## src/hdl/sidta_pkg.sv

```systemverilog
// package for the signed integer to decimal ascii converter
// holds state and unit opcode types, character constants and digit count helper
// no dependencies
`default_nettype none

package sidta_pkg;

    localparam logic [7:0] CHAR_ZERO  = 8'd48;
    localparam logic [7:0] CHAR_MINUS = 8'd45;

    typedef enum logic [2:0] {
        S_IDLE,
        S_CONV,
        S_SKIP,
        S_SIGN,
        S_EMIT
    } t_state;

    typedef enum logic [1:0] {
        OP_HOLD,
        OP_LOAD,
        OP_DABBLE,
        OP_SHIFT
    } t_bcd_op;

    // decimal digits of the largest magnitude, 2**(width-1)
    function automatic int digits_for_width(input int width);
        return ((width - 1) * 30103) / 100000 + 1;
    endfunction

endpackage

`default_nettype wire

```

## src/hdl/sidta_bcd_unit.sv

```systemverilog
// shared shift and add-3 unit of the converter
// holds the binary shift register and the bcd digit register
// depends on sidta_pkg
`default_nettype none

module sidta_bcd_unit #(
    parameter int VALUE_WIDTH = 32
) (
    input  wire logic                   i_clk,
    input  wire sidta_pkg::t_bcd_op     i_op,
    input  wire logic [VALUE_WIDTH-1:0] i_mag,
    output logic      [3:0]             o_top
);
    import sidta_pkg::*;

    localparam int NUM_DIGITS = digits_for_width(VALUE_WIDTH);
    localparam int BCD_W      = NUM_DIGITS * 4;

    logic [VALUE_WIDTH-1:0] r_bin;
    logic [VALUE_WIDTH-1:0] n_bin;
    logic [BCD_W-1:0]       r_bcd;
    logic [BCD_W-1:0]       n_bcd;
    logic [BCD_W-1:0]       w_adj;

    // add 3 to every digit of five or more
    always_comb begin
        logic [3:0] d;
        d = 4'd0;
        w_adj = r_bcd;
        for (int i = 0; i < NUM_DIGITS; i++) begin
            d = r_bcd[i*4 +: 4];
            w_adj[i*4 +: 4] = (d >= 4'd5) ? d + 4'd3 : d;
        end
    end

    always_comb begin
        n_bin = r_bin;
        n_bcd = r_bcd;
        case (i_op)
            OP_LOAD: begin
                n_bin = i_mag;
                n_bcd = '0;
            end
            OP_DABBLE: begin
                n_bcd = {w_adj[BCD_W-2:0], r_bin[VALUE_WIDTH-1]};
                n_bin = {r_bin[VALUE_WIDTH-2:0], 1'b0};
            end
            OP_SHIFT: begin
                n_bcd = {r_bcd[BCD_W-5:0], 4'd0};
            end
            default: begin
                n_bin = r_bin;
                n_bcd = r_bcd;
            end
        endcase
    end

    always_ff @(posedge i_clk) begin
        r_bin <= n_bin;
        r_bcd <= n_bcd;
    end

    assign o_top = r_bcd[BCD_W-1 -: 4];

endmodule

`default_nettype wire

```

## src/hdl/signed_int_to_decimal_ascii_top.sv

```systemverilog
// sequence: load the magnitude, shift-add-3 over every bit of it, then align by shifting out
// leading zero digits, then strobe the sign if the value is negative and the digits in order
// one value at a time, set by the single bcd unit doing one bit per cycle; busy stays high
// from the accepted start until the sequencer is back in idle after the last character
// synchronous active-low reset returns the sequencer to idle; characters are
// strobed for one cycle each and the receiver cannot stall
`default_nettype none

module signed_int_to_decimal_ascii_top #(
    parameter int VALUE_WIDTH = 32
) (
    input  wire logic                          i_clk,
    input  wire logic                          i_rst_n,
    input  wire logic                          start,
    output logic                               busy,
    input  wire logic signed [VALUE_WIDTH-1:0] i_value,
    output logic                               o_valid,
    output logic             [7:0]             o_character,
    output logic                               o_last
);
    import sidta_pkg::*;

    localparam int NUM_DIGITS = digits_for_width(VALUE_WIDTH);
    localparam int CNT_W      = $clog2(VALUE_WIDTH + 1);
    localparam int LEFT_W     = $clog2(NUM_DIGITS + 1);

    t_state              r_state;
    t_state              n_state;
    logic [CNT_W-1:0]    r_cnt;
    logic [CNT_W-1:0]    n_cnt;
    logic [LEFT_W-1:0]   r_left;
    logic [LEFT_W-1:0]   n_left;
    logic                r_neg;
    logic                n_neg;
    t_bcd_op             w_op;
    logic [VALUE_WIDTH-1:0] w_val;
    logic [VALUE_WIDTH-1:0] w_mag;
    logic [3:0]          w_top;

    assign w_val = i_value;
    assign w_mag = w_val[VALUE_WIDTH-1] ? (~w_val) + {{(VALUE_WIDTH-1){1'b0}}, 1'b1} : w_val;

    sidta_bcd_unit #(
        .VALUE_WIDTH(VALUE_WIDTH)
    ) u_bcd (
        .i_clk (i_clk),
        .i_op  (w_op),
        .i_mag (w_mag),
        .o_top (w_top)
    );

    always_ff @(posedge i_clk) begin
        if (!i_rst_n) begin
            r_state <= S_IDLE;
            r_cnt   <= '0;
            r_left  <= '0;
            r_neg   <= 1'b0;
        end else begin
            r_state <= n_state;
            r_cnt   <= n_cnt;
            r_left  <= n_left;
            r_neg   <= n_neg;
        end
    end

    always_comb begin
        n_state     = r_state;
        n_cnt       = r_cnt;
        n_left      = r_left;
        n_neg       = r_neg;
        w_op        = OP_HOLD;
        busy        = 1'b1;
        o_valid     = 1'b0;
        o_character = CHAR_ZERO + {4'd0, w_top};
        o_last      = 1'b0;
        case (r_state)
            S_IDLE: begin
                busy = 1'b0;
                if (start) begin
                    w_op    = OP_LOAD;
                    n_neg   = w_val[VALUE_WIDTH-1];
                    n_cnt   = CNT_W'(VALUE_WIDTH);
                    n_state = S_CONV;
                end
            end
            S_CONV: begin
                w_op  = OP_DABBLE;
                n_cnt = r_cnt - CNT_W'(1);
                if (r_cnt == CNT_W'(1)) begin
                    n_left  = LEFT_W'(NUM_DIGITS);
                    n_state = S_SKIP;
                end
            end
            S_SKIP: begin
                if (w_top == 4'd0 && r_left > LEFT_W'(1)) begin
                    w_op   = OP_SHIFT;
                    n_left = r_left - LEFT_W'(1);
                end else begin
                    n_state = r_neg ? S_SIGN : S_EMIT;
                end
            end
            S_SIGN: begin
                o_valid     = 1'b1;
                o_character = CHAR_MINUS;
                n_state     = S_EMIT;
            end
            S_EMIT: begin
                o_valid = 1'b1;
                o_last  = (r_left == LEFT_W'(1));
                w_op    = OP_SHIFT;
                n_left  = r_left - LEFT_W'(1);
                if (r_left == LEFT_W'(1)) begin
                    n_state = S_IDLE;
                end
            end
            default: begin
                n_state = S_IDLE;
            end
        endcase
    end

    a_accept_busy: assert property (@(posedge i_clk) disable iff (!i_rst_n)
        start && !busy |=> busy)
        else $error("accepted beat did not raise busy");

    a_last_idle: assert property (@(posedge i_clk) disable iff (!i_rst_n)
        o_valid && o_last |=> !busy)
        else $error("not idle after last character");

    a_minus_not_last: assert property (@(posedge i_clk) disable iff (!i_rst_n)
        o_valid && o_character == CHAR_MINUS |-> !o_last)
        else $error("sign emitted as last character");

    a_char_legal: assert property (@(posedge i_clk) disable iff (!i_rst_n)
        o_valid |-> (o_character == CHAR_MINUS) ||
                    (o_character >= CHAR_ZERO && o_character <= CHAR_ZERO + 8'd9))
        else $error("illegal character");

    a_minus_after_skip: assert property (@(posedge i_clk) disable iff (!i_rst_n)
        o_valid && o_character == CHAR_MINUS |-> $past(r_state) == S_SKIP)
        else $error("sign not directly after digit alignment");

endmodule

`default_nettype wire

```

## config.mk

```make
export PLATFORM = sky130hd
export DESIGN_NAME = signed_int_to_decimal_ascii_top
export DESIGN_NICKNAME = d
export VERILOG_FILES = /design/src/hdl/sidta_pkg.sv /design/src/hdl/sidta_bcd_unit.sv /design/src/hdl/signed_int_to_decimal_ascii_top.sv
export SDC_FILE = /design/constraint.sdc
export NUM_CORES = 1
export LEC_CHECK = 0
export BUFFER_PORTS_ARGS = -buffer_cell sky130_fd_sc_hd__buf_2
export CAP_MARGIN = 20
export CORE_UTILIZATION = 50
export DETAILED_ROUTE_END_ITERATION = 10
export PLACE_DENSITY = 0.74
export REMOVE_ABC_BUFFERS = 1
export SETUP_SLACK_MARGIN = 0.15
export SYNTH_ARGS = -nofsm -noshare
export SYNTH_HDL_FRONTEND = slang
export SYNTH_SLANG_ARGS = --single-unit
```

## constraint.sdc

```tcl
create_clock -name i_clk -period 6.4 [get_ports i_clk]
set_input_delay 0.96 -clock i_clk [delete_from_list [all_inputs] [get_ports i_clk]]
set_output_delay 0.96 -clock i_clk [all_outputs]
set_load 0.005 [all_outputs]
```

==> results of run 1 <==
## routing by layer
metal  track usage (%)  routed length (um)  vias up
met2              37.3                6390      124
met4              7.20                 158        0
met5                 0                   0        -
met3              3.57                 485       18
li1                  -                   -     2427
met1              27.1                5790     2375
## power groups by stage
| stage | combinational, mW | clock (mW) | sequential [mW] |
|---|---|---|---|
| floorplan | 1.07 | 0 | 1.21 |
| global placement | 1.34 | 0 | 1.26 |
| detailed placement | 1.41 | 0 | 1.27 |
| CTS | 1.42 | 0.480 | 1.26 |
| global route | 1.59 | 0.505 | 1.31 |
| finish | 1.41 | 0.472 | 1.27 |
## path summary, 6_finish.rpt
kind                                      start              end  slack [ps]  cells past startpoint
worst max-delay path            u_bcd.r_bcd[36]  u_bcd.r_bin[30]        2690                     12
worst min-delay path                      r_neg            r_neg         480                      2
worst max register to register  u_bcd.r_bcd[36]  u_bcd.r_bin[30]        2690                     12
worst min register to register            r_neg            r_neg         480                      2
## state kept, by name, indices dropped and copies added (netlist names)
signal,flops
r_left,4
r_neg,1
u_bcd.r_bcd,40
r_state,3
r_cnt,6
u_bcd.r_bin,32
## kinds of logic (layout without fill, tap and decap cells)
kind of cell,count (synthesis),count (layout),synth area share [%]
buffers and inverters,80,106,5.36
DFF,86,86,41.5
adders and majority gates,30,30,6.38
xor gates and xnor gates,26,26,3.87
muxes,13,13,2.28
AOI/OAI and AO/OA,173,173,19.8
and+or+nand+nor,228,228,20.6
other,2,3,0.128
## worst max-delay path, cell delays in order, from the launching register on
cell	delay (ps)
edfxtp_1	430
inv_1	130
ha_1	140
nor3b_1	330
o211ai_1	210
a21boi_0	180
o21ai_0	340
ha_2	270
buf_4	400
clkinv_1	150
buf_4	290
and3_1	240
a311o_1	310
## cell usage after synthesis, types with 5 or more instances
cell type   n
a21o_1      5
a21oi_1    32
a221oi_1    7
a22o_1      9
a31oi_1     6
a41oi_1     5
and3_1      8
clkbuf_1   31
dfxtp_1    14
edfxtp_1   72
ha_1       30
inv_1      39
mux2i_1    10
nand2_1    50
nand2b_1   21
nand3_1    15
nand4_1    12
nor2_1     40
nor2b_1     8
nor3_1     20
nor3b_1     7
nor4_1      7
o211ai_1    9
o21a_1      7
o21ai_0    45
o31ai_1     9
or2_2       8
or3_1       7
or4_1      10
xnor2_1    14
xor2_1     12
## area by class of cell
type / count / area, sq um
tap: 143 / 179
timing repair buffer: 49 / 263
clock buffer: 11 / 233
fill: 1034 / 4990
sequential: 86 / 2440
multi-input combinational: 473 / 3130
clock inverter: 5 / 26.3
inverter: 41 / 154
==> run metrics, run 1 <==
Syn Inst Count 638; Yosys top cell area share 36.8%; logic gate share of total power 44.8%; Area contributors post-synth edfxtp_1, ha_1, dfxtp_1; H-Tree Depth 3; Startpoint Class flop; 1st-iter DRT viols 238; Port Buf Inserts 42; Util after Layout 56.3%; power consumption 3.16 mW; Non-Filler Instances 808; postcts setup bufs 0; layout cell share with drive strength beyond 1 12.2%; die width 110 um; gpl congestion 0.836; Final Hold Violating Endpoints 0; die area 12200 sq um; Clk pwr share 15.0%; vias in the first global route 4787; switching power 1.29 mW; critical path required time 6480 ps; register clock-pin slew on the reported worst setup and hold paths 60 ps; GRT Util Overall 21.5%; most frequent cells in the layout edfxtp_1, nand2_1, o21ai_0, buf_2, nor2_1; maximum vdd drop 304 uV; Placed Cells 792; Worst Path Arrival 3800 ps; largest area contributor in the netlist edfxtp_1; Initial DRT Pass Iterations 5; Power Density 491 nW/um^2; worst slack at placement 2720 ps; max_cap viols 0; Synthesis Warnings 0; fin crit share 58.0%; Fin Clk Skew 5.16 ps; sw frac 40.9%; Rows 39; fin nets 725; remaining routing DRC violations 0; Slew @ Worst Pin 688 ps; Ant. Diodes 0; setup TNS 0 ps; via count 4944; remaining global-route overflow 0; Seq/Total Area, Yosys 41.5%; DRT Wirelength 12.8 mm; Post-CTS Resized 0; Post-synth EDFFs 72; final antenna-violating net count 0; DP HPWL 8.78 mm; area delta synth->final 9.27%; fin worst setup slack 2690 ps; Final Setup Violations 0; Num CTS Buffers 9; status finished clean; initial antenna violation count 0; cell area after layout 6430 sq um; Sink Count 86; placed cell area 6170 sq um; Starting Density 51.5%; Rel. slew slack 53.7%; Crit. End Element flop; top_reg_cell synth edfxtp_1; Worst Setup Path Type flop to flop; fmax 269 MHz; clock insertion delay at the later pin of the skew report 340 ps; Synth async-reset ratio 0%; CP max FO 53; Root Driver clkbuf_16; hold_ws 483 ps; area of the core 11400 sq um; height of the die 110 um; Hold WC Path Type flop to flop; drt wl/cell 15.9 um; first-pass GRT wire length 22.0 mm; CTS tree done; Max Slew Vio Count 0; Seq cells post-synth 86; commonest non-fill, non-tap cell in the layout edfxtp_1; part of the power in registers 40.2%; Cell variety after synth 64; Cell Int Power 1.86 mW; largest net degree at the start of global routing 54; Post-Synthesis Cell Area 5880 sq um; I/O pins 46; post-synthesis area per instance 9.22 sq um; minimum clock period 3710 ps; vias per cell 6.12; cts hold-fix bufs 0; RSZ-0062 raised after global routing false; clock tree buffer depth 2; leakage 2.42 nW
Note: power is estimated with default switching activity, not from simulation.
==> inputs of run 2 (changes only) <==
PLACE_DENSITY = 0.77   (was 0.74)
clock period = 3.4 ns   (was 6.4 ns; I/O delays follow)
==> run metrics, run 2 (synthesis gave the netlist of run 1 again) <==
status finished clean (unchanged); I/O pins 46 (unchanged); die area 12200 sq um (unchanged); initial antenna violation count 0 (unchanged); max_cap viols 0 (unchanged); height of the die 110 um (unchanged); clock insertion delay at the later pin of the skew report 350 ps (was 340 ps); remaining routing DRC violations 0 (unchanged); Root Driver clkbuf_16 (unchanged); most frequent cells in the layout edfxtp_1, nand2_1, o21ai_0, buf_2, nor2_1 (unchanged); Initial DRT Pass Iterations 5 (unchanged); drt wl/cell 16.6 um (was 15.9 um); Multi-input gate area 3150 sq um (was 3130 sq um); power consumption 6.18 mW (was 3.16 mW); fin nets 732 (was 725); Final Setup Violations 0 (unchanged); minimum clock period 2990 ps (was 3710 ps); commonest non-fill, non-tap cell in the layout edfxtp_1 (unchanged); Ant. Diodes 0 (unchanged); Worst Path Arrival 3090 ps (was 3800 ps); DRT Wirelength 13.5 mm (was 12.8 mm); Num CTS Buffers 9 (unchanged); FF/Latch Area 2440 sq um (unchanged); RSZ-0062 raised after global routing false (unchanged); worst reg2reg path startpoint u_bcd.r_bcd[36] (unchanged); worst slack at placement 121 ps (was 2720 ps); Power Density 942 nW/um^2 (was 491 nW/um^2); GR peak layer met2 (unchanged); R2R cell count 11 (was 12); Starting Density 51.5% (unchanged); CP max FO 6 (was 53); Sink Count 86 (unchanged); critical path required time 3500 ps (was 6480 ps); Slowest-stage cell, CP edfxtp_1 (unchanged); area delta synth->final 11.5% (was 9.27%); leakage 2.49 nW (was 2.42 nW); remaining global-route overflow 0 (unchanged); DP HPWL 9.12 mm (was 8.78 mm); CTS tree done (unchanged); Top reg by flops u_bcd.r_bcd (unchanged); vias per cell 6.17 (was 6.12); Slew @ Worst Pin 693 ps (was 688 ps); Max Slew Vio Count 0 (unchanged); crit path from u_bcd.r_bcd[36] (unchanged); final antenna-violating net count 0 (unchanged); register clock-pin slew on the reported worst setup and hold paths 60 ps (about the same); fin worst setup slack 414 ps (was 2690 ps); GR Util met1 29.7% (was 27.1%); Buf+Inv Stages, Crit Path 1 (was 4); Worst Setup Path Type flop to flop (unchanged); largest net degree at the start of global routing 69 (was 54); 1st-iter DRT viols 384 (was 238); maximum vdd drop 420 uV (was 304 uV); Critical path destination u_bcd.r_bin[26] (was u_bcd.r_bin[30]); Crit. End Element flop (unchanged); biggest regs u_bcd.r_bcd: 40 flops, u_bcd.r_bin: 32 flops, r_cnt: 6 flops (unchanged); max reg flops 40 (unchanged); Crit. path cell count 11 (was 12); placed cell area 6230 sq um (was 6170 sq um); gpl congestion 0.855 (was 0.836); Non-Filler Instances 815 (was 808); fin crit share 87.8% (was 58.0%); r2r endpoint u_bcd.r_bin[26] (was u_bcd.r_bin[30]); cell breakdown of the critical path inv_1 -> ha_1 -> nor3b_2 -> o211ai_1 -> a21boi_0 -> o21ai_2 -> ha_4 -> nand2b_1 -> nor2_1 -> a221o_1 -> a311o_1 (was inv_1 -> ha_1 -> nor3b_1 -> o211ai_1 -> a21boi_0 -> o21ai_0 -> ha_2 -> buf_4 -> clkinv_1 -> buf_4 -> and3_1 -> a311o_1); layout cell share with drive strength beyond 1 13.8% (was 12.2%); cell area after layout 6560 sq um (was 6430 sq um); vias in the first global route 4796 (was 4787); via count 5025 (was 4944); Rows 39 (unchanged); M2 GR Usage 36.8% (was 37.3%); fmax 335 MHz (was 269 MHz); Rel. slew slack 53.4% (was 53.7%); Final Hold Violating Endpoints 0 (unchanged); delay-heaviest family, CP compound AO/OA/AOI/OAI gates (unchanged); met3 GRT Util 4.06% (was 3.57%); clock tree buffer depth 2 (unchanged); H-Tree Depth 3 (unchanged); Fin Clk Skew 8.39 ps (was 5.16 ps); fill count 975 (was 1034); Placed Cells 798 (was 792); Startpoint Class flop (unchanged); max incr delay on CP 430 ps (about the same); cts hold-fix bufs 0 (unchanged); Port Buf Inserts 42 (unchanged); first-pass GRT wire length 22.6 mm (was 22.0 mm); Hold WC Path Type primary input to flop (was flop to flop); hold_ws 451 ps (was 483 ps); register-to-register setup slack 410 ps (was 2690 ps); area of the core 11400 sq um (unchanged); die width 110 um (unchanged); GRT Util Overall 22.6% (was 21.5%)
[run 2: layout make-up]
type	count	area share, %
Clock inverter	3	0.248
Timing Repair Buffer	56	5.26
Multi-Input combinational cell	473	48.0
Inverter	41	2.35
Sequential cell	86	37.2
Tap cell	143	2.73
Clock buffer	13	4.16
[run 2: what timing repair did]
action,CTS,global route
gates cloned,0,1
gates resized for setup,1,3
buffers inserted,0,0
endpoints found under the setup margin,2,12
[run 2: per-layer routing]
layer,up-vias,part of all wire [%]
met1,2409,44
met2,154,48
li1,2441,-
met4,0,1.8
met5,-,0
met3,21,5.8
[run 2: how the worst min path moves through the flow]
stage | end | slack (ps) | start | cells after the start
finish | r_cnt[4] | 450 | i_rst_n | 2
global placement | r_neg | 460 | r_neg | 2
CTS | r_cnt[4] | 440 | i_rst_n | 2
detailed placement | r_cnt[5] | 470 | r_cnt[5] | 1
global route | r_cnt[4] | 460 | i_rst_n | 2
floorplan | r_cnt[5] | 440 | r_cnt[5] | 1
[run 2: power breakdown]
group	internal [mW]	leakage, nW	switching [mW]	total, mW
combinational	1.13	1.50	1.69	2.82
clock	0.561	0.148	0.412	0.973
sequential	1.97	0.836	0.417	2.39
[run 2: through the flow]
stage | utilization (%) | TNS (ps)
final | 57.5 | 0
after global routing | 57.5 | 0
after CTS | 57.1 | 0
after detailed placement | 54.5 | 0
after global placement | 54.5 | 0
after floorplan | - | -58610
[run 2: worst reg2reg max path: stages, from the launching register on]
cell      delay (ps)
edfxtp_1         430
inv_1            140
ha_1             150
nor3b_2          230
o211ai_1         170
a21boi_0         180
o21ai_2          240
ha_4             230
nand2b_1         260
nor2_1            90
a221o_1          330
a311o_1          310
